**src/base64_stream_encoder_defines.svh**
```systemverilog
// ----------------------------------------------------------------------------
// Base64 stream encoder assertion macros
// Shared property macros for the encoder; they are empty when SYNTHESIS is set.
// ----------------------------------------------------------------------------
`ifndef BASE64_STREAM_ENCODER_DEFINES_SVH
`define BASE64_STREAM_ENCODER_DEFINES_SVH

`ifndef SYNTHESIS

// The consequent holds in the same cycle as the antecedent
`define B64E_ASSERT_SAME(label, clk, rst, ante, cons) \
   label: assert property (@(posedge clk) disable iff (rst) (ante) |-> (cons)) \
      else $error("b64e: same-cycle check failed");

// The consequent holds in the cycle after the antecedent
`define B64E_ASSERT_NEXT(label, clk, rst, ante, cons) \
   label: assert property (@(posedge clk) disable iff (rst) (ante) |=> (cons)) \
      else $error("b64e: next-cycle check failed");

`else

`define B64E_ASSERT_SAME(label, clk, rst, ante, cons)
`define B64E_ASSERT_NEXT(label, clk, rst, ante, cons)

`endif

`endif

```
**src/b64e_pkg.sv**
```systemverilog
// ----------------------------------------------------------------------------
// Base64 encoder package
// Group record, queue sizing and the character alphabet lookup.
// ----------------------------------------------------------------------------
package b64e_pkg;

   // Group queue between the byte front end and the character back end
   localparam int QUEUE_DEPTH   = 2;
   localparam int QUEUE_PTR_W   = $clog2(QUEUE_DEPTH);
   localparam int QUEUE_LEVEL_W = $clog2(QUEUE_DEPTH + 1);

   localparam logic [7:0] PAD_CHAR = 8'h3d;   // '='

   // One 24-bit group, zero filled, with the number of bytes held before it
   typedef struct packed {
      logic [7:0] g0;
      logic [7:0] g1;
      logic [7:0] g2;
      logic [1:0] held;   // 0..2 bytes pending ahead of the closing byte
      logic       last;   // group closes the stream
   } group_type;

   typedef struct packed {
      logic                     full;
      logic                     empty;
      logic [QUEUE_LEVEL_W-1:0] level;
   } queue_status_type;

   // Map a 6-bit value to the standard alphabet
   function automatic logic [7:0] sextet_char(input logic [5:0] v);
      logic [7:0] wide;
      wide = {2'b00, v};
      if (v < 6'd26) begin
         sextet_char = wide + 8'h41;            // 'A'
      end else if (v < 6'd52) begin
         sextet_char = wide + 8'h47;            // 'a' - 26
      end else if (v < 6'd62) begin
         sextet_char = wide - 8'h04;            // '0' - 52
      end else if (v == 6'd62) begin
         sextet_char = 8'h2b;                   // '+'
      end else begin
         sextet_char = 8'h2f;                   // '/'
      end
   endfunction

endpackage

```
**src/b64e_front.sv**
```systemverilog
// ----------------------------------------------------------------------------
// Base64 encoder front end
// Accepts bytes, holds a partial group and pushes each closed group.
// ----------------------------------------------------------------------------
module b64e_front (
   input  logic                       clock,
   input  logic                       reset,
   input  logic                       req_tvalid,
   output logic                       req_tready,
   input  logic [7:0]                 req_tdata,   // [7:0] data_byte
   input  logic                       req_tlast,   // end_of_stream
   input  b64e_pkg::queue_status_type q_status,
   output logic                       push_valid,
   output b64e_pkg::group_type        push_data,
   output logic [1:0]                 held_count
);
   import b64e_pkg::*;

   logic [1:0] count_ff, count_in;
   logic [7:0] pend0_ff, pend0_in;
   logic [7:0] pend1_ff, pend1_in;
   logic       accept;
   logic       closes;

   assign req_tready = !q_status.full;
   assign accept     = req_tvalid && req_tready;
   assign closes     = (count_ff == 2'd2) || req_tlast;
   assign push_valid = accept && closes;
   assign held_count = count_ff;

   // Assemble the group, missing bytes zero
   always_comb begin
      push_data.g0   = (count_ff == 2'd0) ? req_tdata : pend0_ff;
      push_data.g1   = (count_ff == 2'd2) ? pend1_ff :
                       (count_ff == 2'd1) ? req_tdata : 8'h00;
      push_data.g2   = (count_ff == 2'd2) ? req_tdata : 8'h00;
      push_data.held = count_ff;
      push_data.last = req_tlast;
   end

   // Pending byte bookkeeping
   always_comb begin
      count_in = count_ff;
      pend0_in = pend0_ff;
      pend1_in = pend1_ff;
      if (accept) begin
         if (closes) begin
            count_in = 2'd0;
         end else begin
            count_in = count_ff + 2'd1;
            if (count_ff == 2'd0) begin
               pend0_in = req_tdata;
            end else begin
               pend1_in = req_tdata;
            end
         end
      end
   end

   always_ff @(posedge clock) begin
      if (reset) begin
         count_ff <= 2'd0;
      end else begin
         count_ff <= count_in;
      end
   end

   always_ff @(posedge clock) begin
      pend0_ff <= pend0_in;
      pend1_ff <= pend1_in;
   end

endmodule

```
**src/b64e_queue.sv**
```systemverilog
// ----------------------------------------------------------------------------
// Base64 encoder group queue
// Short first-in first-out store of closed groups between front and back.
// ----------------------------------------------------------------------------
module b64e_queue (
   input  logic                       clock,
   input  logic                       reset,
   input  logic                       push_valid,
   input  b64e_pkg::group_type        push_data,
   input  logic                       pop,
   output b64e_pkg::group_type        pop_data,
   output b64e_pkg::queue_status_type q_status
);
   import b64e_pkg::*;

   group_type                entries_ff [QUEUE_DEPTH];
   logic [QUEUE_PTR_W-1:0]   wr_ptr_ff, wr_ptr_in;
   logic [QUEUE_PTR_W-1:0]   rd_ptr_ff, rd_ptr_in;
   logic [QUEUE_LEVEL_W-1:0] level_ff, level_in;
   logic                     do_push;
   logic                     do_pop;

   assign q_status.full  = (level_ff == QUEUE_LEVEL_W'(QUEUE_DEPTH));
   assign q_status.empty = (level_ff == '0);
   assign q_status.level = level_ff;

   assign do_push  = push_valid && !q_status.full;
   assign do_pop   = pop && !q_status.empty;
   assign pop_data = entries_ff[rd_ptr_ff];

   // Pointer and fill level update
   always_comb begin
      wr_ptr_in = wr_ptr_ff;
      rd_ptr_in = rd_ptr_ff;
      level_in  = level_ff;
      if (do_push) begin
         wr_ptr_in = (wr_ptr_ff == QUEUE_PTR_W'(QUEUE_DEPTH - 1)) ? '0 :
                     wr_ptr_ff + QUEUE_PTR_W'(1);
      end
      if (do_pop) begin
         rd_ptr_in = (rd_ptr_ff == QUEUE_PTR_W'(QUEUE_DEPTH - 1)) ? '0 :
                     rd_ptr_ff + QUEUE_PTR_W'(1);
      end
      if (do_push && !do_pop) begin
         level_in = level_ff + QUEUE_LEVEL_W'(1);
      end else if (do_pop && !do_push) begin
         level_in = level_ff - QUEUE_LEVEL_W'(1);
      end
   end

   always_ff @(posedge clock) begin
      if (reset) begin
         wr_ptr_ff <= '0;
         rd_ptr_ff <= '0;
         level_ff  <= '0;
      end else begin
         wr_ptr_ff <= wr_ptr_in;
         rd_ptr_ff <= rd_ptr_in;
         level_ff  <= level_in;
      end
   end

   // Group storage
   always_ff @(posedge clock) begin
      if (do_push) begin
         entries_ff[wr_ptr_ff] <= push_data;
      end
   end

endmodule

```
**src/b64e_back.sv**
```systemverilog
// ----------------------------------------------------------------------------
// Base64 encoder back end
// Takes one group at a time and sends its four characters through an
// output register, one per transfer.
// ----------------------------------------------------------------------------
module b64e_back (
   input  logic                       clock,
   input  logic                       reset,
   input  b64e_pkg::group_type        pop_data,
   input  b64e_pkg::queue_status_type q_status,
   output logic                       pop,
   output logic                       busy,
   output logic                       rsp_tvalid,
   input  logic                       rsp_tready,
   output logic [7:0]                 rsp_tdata,   // [7:0] code_char
   output logic                       rsp_tlast    // final_char
);
   import b64e_pkg::*;

   group_type  group_ff, group_in;
   logic [1:0] idx_ff, idx_in;
   logic       busy_ff, busy_in;
   logic       valid_ff, valid_in;
   logic [7:0] char_ff, char_in;
   logic       final_ff, final_in;
   logic       out_free;
   logic       emit;
   logic       last_char;
   logic       load;
   logic [5:0] sextet;
   logic       pad;

   assign out_free  = !valid_ff || rsp_tready;
   assign emit      = busy_ff && out_free;
   assign last_char = (idx_ff == 2'd3);
   assign load      = !q_status.empty && (!busy_ff || (emit && last_char));
   assign pop       = load;
   assign busy      = busy_ff;

   assign rsp_tvalid = valid_ff;
   assign rsp_tdata  = char_ff;
   assign rsp_tlast  = final_ff;

   // Pick the sextet for the current character
   always_comb begin
      case (idx_ff)
         2'd0:    sextet = group_ff.g0[7:2];
         2'd1:    sextet = {group_ff.g0[1:0], group_ff.g1[7:4]};
         2'd2:    sextet = {group_ff.g1[3:0], group_ff.g2[7:6]};
         default: sextet = group_ff.g2[5:0];
      endcase
   end

   // Short groups end in pads: one byte gives two, two bytes give one
   assign pad = (last_char && (group_ff.held != 2'd2)) ||
                ((idx_ff == 2'd2) && (group_ff.held == 2'd0));

   always_comb begin
      char_in  = char_ff;
      final_in = final_ff;
      if (emit) begin
         char_in  = pad ? PAD_CHAR : sextet_char(sextet);
         final_in = group_ff.last && last_char;
      end
   end

   // Sequencing over the four characters of a group
   always_comb begin
      group_in = group_ff;
      idx_in   = idx_ff;
      busy_in  = busy_ff;
      valid_in = emit ? 1'b1 : (rsp_tready ? 1'b0 : valid_ff);
      if (emit) begin
         idx_in = idx_ff + 2'd1;
         if (last_char) begin
            busy_in = 1'b0;
         end
      end
      if (load) begin
         group_in = pop_data;
         idx_in   = 2'd0;
         busy_in  = 1'b1;
      end
   end

   always_ff @(posedge clock) begin
      if (reset) begin
         idx_ff   <= 2'd0;
         busy_ff  <= 1'b0;
         valid_ff <= 1'b0;
      end else begin
         idx_ff   <= idx_in;
         busy_ff  <= busy_in;
         valid_ff <= valid_in;
      end
   end

   always_ff @(posedge clock) begin
      group_ff <= group_in;
      char_ff  <= char_in;
      final_ff <= final_in;
   end

endmodule

```
**src/base64_stream_encoder.sv**
```systemverilog
// ----------------------------------------------------------------------------
// Base64 stream encoder
// Standard-alphabet base64 encoder with '=' padding for a byte stream.
// ----------------------------------------------------------------------------
// A byte is taken on each req transfer while the two-entry group queue has
// room, so bytes can arrive in consecutive cycles. Every third byte, or a
// byte with req_tlast set, closes a group; the back end then sends four
// characters, one per rsp transfer, through a single output register, with
// rsp_tlast on the fourth character of the closing group. Short final groups
// are zero filled and padded with '='. Three input bytes give four output
// characters, and the output register sends one character per cycle while
// rsp_tready is high; a new group starts in the cycle after the previous
// group's last character, with no gap when the queue holds another group.
// ----------------------------------------------------------------------------
`include "base64_stream_encoder_defines.svh"

module base64_stream_encoder (
   input  logic       clock,
   input  logic       reset,
   input  logic       req_tvalid,
   output logic       req_tready,
   input  logic [7:0] req_tdata,   // [7:0] data_byte
   input  logic       req_tlast,   // end_of_stream
   output logic       rsp_tvalid,
   input  logic       rsp_tready,
   output logic [7:0] rsp_tdata,   // [7:0] code_char
   output logic       rsp_tlast    // final_char
);
   import b64e_pkg::*;

   group_type        push_data;
   group_type        pop_data;
   queue_status_type q_status;
   logic             push_valid;
   logic             pop;
   logic             back_busy;
   logic [1:0]       held_count;
   logic             end_transfer;

   b64e_front u_front (
      .clock      (clock),
      .reset      (reset),
      .req_tvalid (req_tvalid),
      .req_tready (req_tready),
      .req_tdata  (req_tdata),
      .req_tlast  (req_tlast),
      .q_status   (q_status),
      .push_valid (push_valid),
      .push_data  (push_data),
      .held_count (held_count)
   );

   b64e_queue u_queue (
      .clock      (clock),
      .reset      (reset),
      .push_valid (push_valid),
      .push_data  (push_data),
      .pop        (pop),
      .pop_data   (pop_data),
      .q_status   (q_status)
   );

   b64e_back u_back (
      .clock      (clock),
      .reset      (reset),
      .pop_data   (pop_data),
      .q_status   (q_status),
      .pop        (pop),
      .busy       (back_busy),
      .rsp_tvalid (rsp_tvalid),
      .rsp_tready (rsp_tready),
      .rsp_tdata  (rsp_tdata),
      .rsp_tlast  (rsp_tlast)
   );

   // Transfer of the byte that closes a stream
   assign end_transfer = req_tvalid && req_tready && req_tlast;

   // Checks on the internal handoff
   `B64E_ASSERT_NEXT(a_end_clears_pending, clock, reset, end_transfer, held_count == 2'd0)
   `B64E_ASSERT_NEXT(a_idle_back_loads, clock, reset, !back_busy && !q_status.empty, back_busy)
   `B64E_ASSERT_SAME(a_pending_in_range, clock, reset, 1'b1, held_count != 2'd3)
   `B64E_ASSERT_SAME(a_level_in_range, clock, reset, 1'b1, q_status.level <= 2'd2)

endmodule
```
**config.mk**
```make
export PLATFORM = sky130hd
export DESIGN_NAME = base64_stream_encoder
export DESIGN_NICKNAME = d
export VERILOG_FILES = /design/src/b64e_pkg.sv /design/src/b64e_front.sv /design/src/b64e_queue.sv /design/src/b64e_back.sv /design/src/base64_stream_encoder.sv
export VERILOG_INCLUDE_DIRS = /design/src /design/src/src
export SDC_FILE = /design/constraint.sdc
export NUM_CORES = 1
export LEC_CHECK = 0
export CAP_MARGIN = 0
export CORE_ASPECT_RATIO = 1.5
export CORE_UTILIZATION = 45
export CTS_CLUSTER_DIAMETER = 120
export DETAILED_ROUTE_END_ITERATION = 16
export DONT_BUFFER_PORTS = 1
export GPL_TIMING_DRIVEN = 0
export PLACE_DENSITY_LB_ADDON = 0.12
export SLEW_MARGIN = 20
export SYNTH_ARGS = -nofsm -noshare
export SYNTH_HDL_FRONTEND = slang
export SYNTH_SLANG_ARGS = --single-unit
```
**constraint.sdc**
```tcl
create_clock -name clock -period 4 [get_ports clock]
set_input_delay 0.2 -clock clock [delete_from_list [all_inputs] [get_ports clock]]
set_output_delay 0.2 -clock clock [all_outputs]
set_load 0.03 [all_outputs]
```
# Word level (Yosys, flattened, before mapping)
# Memory sizes are Yosys's and may differ from the RTL's. A register that Yosys moved wholly into a read port is not among the register bits.
# Index checks and enable logic that the tools add are counted.
# classes
n_addsub	9
order_cmp	3
n_eq_ne	8
muxes	21
bitwise_logic	2
reduce_logical	34
# op_table
operator	n
two-way mux 8 bit	7
case mux 6 bit (3 select lines)	1
adder 6 x 7 -> 8 bit, second input constant	2
logical AND 1 bit	12
< comparator 6 bit, second input constant	2
two-way mux 1 bit	9
== test 2 bit, second input constant	4
logical NOT 2 bit	4
nonzero test 2 bit	4
subtractor 6 x 3 -> 7 bit, second input constant	1
adder 2 x 1 -> 2 bit, second input constant	3
== test 6 bit, second input constant	1
logical NOT 1 bit	6
< comparator 6 x 5 -> 1 bit, second input constant	1
two-way mux 2 bit	3
== test 2 x 1 -> 1 bit, second input constant	2
logical OR 1 bit	4
AND reduction 2 bit	2
two-way mux 3 bit	1
AND reduction 3 bit	1
adder 1 bit, second input constant	2
inequality test 2 bit, second input constant	1
inverter 1 bit	2
OR reduction 2 bit	1
subtractor 2 x 1 -> 2 bit, second input constant	1
# word_totals
reg_bits	35
ramBits	54
input_bits	13
mem_count	1
# memory_table
name	depth	width	read_ports	rd_clocked_by_memory_dff	write_ports	line_no	rtl
u_queue.entries_ff	2	27	1	1	1	b64e_queue.sv:16	group_type entries_ff [QUEUE_DEPTH];

# Logic depth before layout (Yosys ltp)
# depth
ltp_word	10
mapped_depth	11

# Modules after synthesis
# A second synthesis with hierarchy kept.
# unflattened
cells_unflattened	325
hier_area_um2	4959.8
# by_module_without_submodules
module	instances	cells_each	area_each_um2	seq_area_each_um2
b64e_queue	1	109	2163.3	1721.7
b64e_back	1	137	1841.8	1161.1
b64e_front	1	79	954.7	520.5

# Worst setup path before layout
# OpenSTA, ideal clock, no wires.
# synth_path
path_kind	flip-flop to flip-flop
startpoint	reg u_queue.level_ff[0]
endpoint	mem u_queue.entries_ff[0][0] in the netlist's numbering, enable pin
setup_ns	0.445
arrival_time_ns	2.806
t_required_ns	3.555
setup_slack_ns	0.749
stages_incl_launch_ff	4
path_buffers	0
period_less_slack_ns	3.251
path_cell_list	dfxtp_1 nand2b_1 nand2_1 nor3_1
# synth_between
elab_chain_cells	7
# synth_lines
element	line_no	rtl
start: declaration	b64e_queue.sv:19	logic [QUEUE_LEVEL_W-1:0] level_ff, level_in;
start signal: assignment	b64e_queue.sv:59	level_ff <= level_in;
== test 2 bit (*)	b64e_queue.sv:23	assign q_status.full = (level_ff == QUEUE_LEVEL_W'(QUEUE_DEPTH));
logical NOT 1 bit (*)	b64e_front.sv:25	assign req_tready = !q_status.full;
named net req_tready	base64_stream_encoder.sv:21	output logic req_tready,
logical AND 1 bit	b64e_front.sv:26	assign accept = req_tvalid && req_tready;
logical AND 1 bit	b64e_front.sv:28	assign push_valid = accept && closes;
logical AND 1 bit (*)	b64e_queue.sv:27	assign do_push = push_valid && !q_status.full;
two-way mux 1 bit (*)	b64e_queue.sv:65	if (do_push) begin
two-way mux 1 bit (implied by the code) (*)	b64e_queue.sv:66	entries_ff[wr_ptr_ff] <= push_data;
end: declaration	b64e_queue.sv:16	
# Mark *: on every way through the listed nets, which the timed path passes. The rest lies on a longest branch.

# Final worst setup path
# layout_path
startpoint	reg u_back.idx_ff[1]
endpoint	reg u_back.char_ff[3] (netlist: u_back.rsp_tdata[3]), data pin
# layout_between
elab_chain_cells	6
elab_cells_between_ends	17
classes_between	3 x add/sub; 3 x order compare; 3 x eq/ne; 4 x mux; 4 x reduce/logical
# layout_lines
element	line_no	rtl
start: declaration	b64e_back.sv:21	logic [1:0] idx_ff, idx_in;
start signal: assignment	b64e_back.sv:92	idx_ff <= idx_in;
== test 2 bit (tied with other cells)	b64e_back.sv:46, b64e_back.sv:56	
case mux 6 bit (3 select lines)	b64e_back.sv:46	case (idx_ff)
subtractor 6 x 3 -> 7 bit / < comparator 6 bit (equally long branches)	b64e_pkg.sv:38, b64e_pkg.sv:37	
two-way mux 8 bit	b64e_pkg.sv:37	end else if (v < 6'd62) begin
two-way mux 8 bit	b64e_pkg.sv:35	end else if (v < 6'd52) begin
two-way mux 8 bit	b64e_pkg.sv:33	if (v < 6'd26) begin
end signal: assignment	b64e_back.sv:100	char_ff <= char_in;
end: declaration	b64e_back.sv:24	logic [7:0] char_ff, char_in;
# Parallel ways exist; a longest one is shown, timed or not.
# A chain may end at the register's enable or synchronous reset.

==> impl_metrics.env <==
export IMPL_internal_power_mw=3.035
export IMPL_synthArstFlopShare=0
export IMPL_peakVddDrop_uv=318.9
export IMPL_ctsResizeCount=0
export IMPL_hold_slack_ps=32.59
export IMPL_p_seq_frac=0.417
export IMPL_synth_cells=325
export IMPL_post_place_ws_ps=1127
export IMPL_insertedDiodeCount=0
export IMPL_r2r_slack_ps=1110
export IMPL_ys_warn_count=0
export IMPL_placed_cell_area_sq_mm=0.005166
export IMPL_rr_worst_depth=10
export IMPL_final_max_slew_viol_count=0
export IMPL_post_cts_buffers=0
export IMPL_coreArea_sq_mm=0.01059
export IMPL_dp_cells=473
export IMPL_synth_seq_area_share=0.6884
export IMPL_start_kind="register"
export IMPL_pwr_share_clk=0.299
export IMPL_final_nets=383
export IMPL_htreeDepth=4
export IMPL_drc=0
export IMPL_wl_per_cell_microns=16.52
export IMPL_hold_path_class="input port to register"
export IMPL_ant_nets=0
export IMPL_worst_hold_startpoint="req_tdata[2]"
export IMPL_die_area_sq_mm=0.01135
export IMPL_synth_distinct_cells=48
export IMPL_synth_edf_count=106
export IMPL_rows=46
export IMPL_max_cap_viol_count=0
export IMPL_fin_ws_ps=1108
export IMPL_clkTransAtPathRegs_ps=50
export IMPL_syn_area_sq_mm=0.004915
export IMPL_hold_viol_final=0
export IMPL_r2r_start="u_back.idx_ff[1]"
export IMPL_outcome="finished, final reports clean"
export IMPL_gp_congestion=0.8069
export IMPL_io_pins=24
export IMPL_combinationalPowerShare=0.284
export IMPL_tightestPinTransition_ps=700.9
export IMPL_cts_sinks=116
export IMPL_synthFlopType="edfxtp_1"
export IMPL_setup_violations=0
export IMPL_grt_pass1_vias=2773
export IMPL_period_share=0.7230
export IMPL_die_y_microns=130.0
export IMPL_stdcell_count=513
export IMPL_power_density_mw_per_mm2=766.8
export IMPL_min_period_ps=2892
export IMPL_drive_gt1_frac=0.2249
export IMPL_syn_area_per_cell_sq_um=15.12
export IMPL_switching_share=0.3152
export IMPL_start_util=0.4641
export IMPL_syn_num_nets=351
export IMPL_path_class="register to register"
export IMPL_finalClockSkew_ps=5.847
export IMPL_cts_buffer_depth=2
export IMPL_switchingPower_mw=1.397
export IMPL_tritoncts="done"
export IMPL_routed_wl_microns=8475
export IMPL_critical_path_arrival_ps=3030
export IMPL_hold_buffers=9
export IMPL_area_growth_pct=17.59
export IMPL_grt_max_degree=28
export IMPL_path_max_fanout=9
export IMPL_rsz0062_at_grt="no"
export IMPL_grtUsageTotal=0.1697
export IMPL_drtIter0Drc=126
export IMPL_endpoint_kind="register"
export IMPL_final_area_sq_mm=0.005779
export IMPL_dp_hpwl_microns=5950
export IMPL_hold_path_depth=1
export IMPL_reg2reg_to="u_back.rsp_tdata[3]"
export IMPL_clock_fmax_mhz=345.8
export IMPL_yosys_register_bits=116
export IMPL_num_vias=2641
export IMPL_grt_first_pass_wirelength_microns=13800
export IMPL_slew_headroom=0.5310
export IMPL_cts_buffers=17
export IMPL_critPathRequiredTime_ps=4130
export IMPL_drt_pass1_iterations=4
export IMPL_io_buffers=0
export IMPL_hold_end="u_queue.entries_ff[0][5]"
export IMPL_antenna_found_initial=0
export IMPL_cts_root_buf="clkbuf_16"
export IMPL_clk_latency_ps=400
export IMPL_avgViaCountPerCell=5.148
export IMPL_p_leak_nw=2.005
export IMPL_die_w_microns=87.33
export IMPL_grt_overflow=0
per-stage QoR:
stage	total power, mW	setup TNS (ps)	util
floorplan	2.806	0	-
global placement	3.077	-14660	0.4811
detailed placement	3.135	0	0.4878
CTS	4.483	0	0.5457
global route	4.679	0	0.5457
finish	4.432	0	0.5457
kinds of logic after synthesis:
family,Yosys count,synth area share
buffers and inverters,28,0.02291
and+or+nand+nor,67,0.06390
AOI/OAI and AO/OA,52,0.08147
xor gates and xnor gates,6,0.01069
other,1,0.0007630
muxes,42,0.09878
DFF,116,0.6884
adders and majority gates,13,0.03310
power groups by stage:
| stage | sequential, mW | combinational, mW | clock (mW) |
|---|---|---|---|
| CTS | 1.85 | 1.28 | 1.35 |
| detailed placement | 1.88 | 1.26 | 0 |
| global route | 1.88 | 1.41 | 1.40 |
| global placement | 1.88 | 1.20 | 0 |
| floorplan | 1.85 | 0.960 | 0 |
| finish | 1.85 | 1.26 | 1.32 |
Yosys cell counts (2+ instances only):
cell type / n / share of area
xor2_1: 2 / 0.0036
nor3_1: 3 / 0.0031
mux2i_1: 4 / 0.0081
dfxtp_1: 10 / 0.041
o211ai_1: 2 / 0.0031
nand3_1: 6 / 0.0061
nand2b_1: 3 / 0.0038
and2_1: 10 / 0.013
or3_1: 3 / 0.0038
clkbuf_1: 7 / 0.0053
ha_1: 13 / 0.033
nand4_1: 2 / 0.0025
a222oi_1: 4 / 0.0081
inv_1: 17 / 0.013
mux2_2: 35 / 0.080
a21oi_1: 11 / 0.011
o21ai_0: 12 / 0.012
inv_2: 2 / 0.0015
a22oi_1: 3 / 0.0046
a22o_2: 2 / 0.0041
a22oi_4: 2 / 0.0087
nor2_1: 12 / 0.0092
o21ai_1: 2 / 0.0020
nand2_1: 26 / 0.020
xnor2_1: 4 / 0.0071
edfxtp_1: 106 / 0.65
worst max-delay path: stages, from the launching register on:
cell and delay, ps:
dfxtp_1 380, inv_1 90, ha_1 260, a222oi_1 500, mux2i_4 200, inv_2 180
ha_1 260, nand4_1 70, nand3_1 70, or3_1 310, o31a_1 310
registers in the layout (all words and copies together) (netlist names):
register,cells
u_queue.wr_ptr_ff,1
u_queue.rd_ptr_ff,1
u_queue.entries_ff,54
u_back.rsp_tlast,1
u_back.rsp_tvalid,1
u_back.group_ff,27
u_back.idx_ff,2
u_back.busy,1
u_front.pend0_ff,8
u_front.pend1_ff,8
u_queue.level_ff,2
u_back.rsp_tdata,8
u_front.held_count,2
cell usage in the layout, fill, tap and decap left out, types with 3 or more instances in the layout:
master	instances
a21oi_1	10
a222oi_1	4
a22oi_1	3
and2_1	9
clkbuf_1	8
clkbuf_16	17
clkinv_1	3
clkinv_2	6
clkinvlp_4	3
dfxtp_1	10
dlygate4sd3_1	9
edfxtp_1	106
ha_1	13
inv_1	17
mux2_2	35
mux2i_1	4
nand2_1	26
nand2b_1	3
nand3_1	6
nor2_1	12
o21ai_0	12
or3_1	3
xnor2_1	4
layout make-up:
class | count | area (sq um)
Sequential cell | 116 | 3383
Timing Repair Buffer | 13 | 143.9
Multi-Input combinational cell | 181 | 1436
Clock inverter | 13 | 93.84
Inverter | 19 | 71.32
Clock buffer | 18 | 429.2
Tap cell | 144 | 180.2
Buffer | 9 | 41.29
Fill cell | 898 | 4811
worst max-delay path by stage:
stage,start,to,slack [ps],cells past startpoint
3_5_place_dp,u_back.idx_ff[1],u_back.rsp_tdata[3],1130,10
4_1_cts,u_back.idx_ff[1],u_back.rsp_tdata[3],1100,10
2_1_floorplan,u_queue.level_ff[0],u_queue.entries_ff[0][0],750,3
5_1_grt,u_back.idx_ff[1],u_back.rsp_tdata[3],890,10
3_3_place_gp,u_queue.level_ff[0],u_queue.entries_ff[0][8],-550,3
6_report,u_back.idx_ff[1],u_back.rsp_tdata[3],1110,10
per-layer routing:
metal | share of wire | GRT usage | vias up | wire length [microns]
met3 | 0.028 | 0.05060 | 14 | 237
li1 | - | - | 1286 | -
met1 | 0.40 | 0.1845 | 1291 | 3405
met4 | 0.023 | 0.08679 | 0 | 195
met5 | 0 | 0 | - | 0
met2 | 0.55 | 0.2969 | 50 | 4636
No activity file was read; power rests on OpenSTA's default activity.
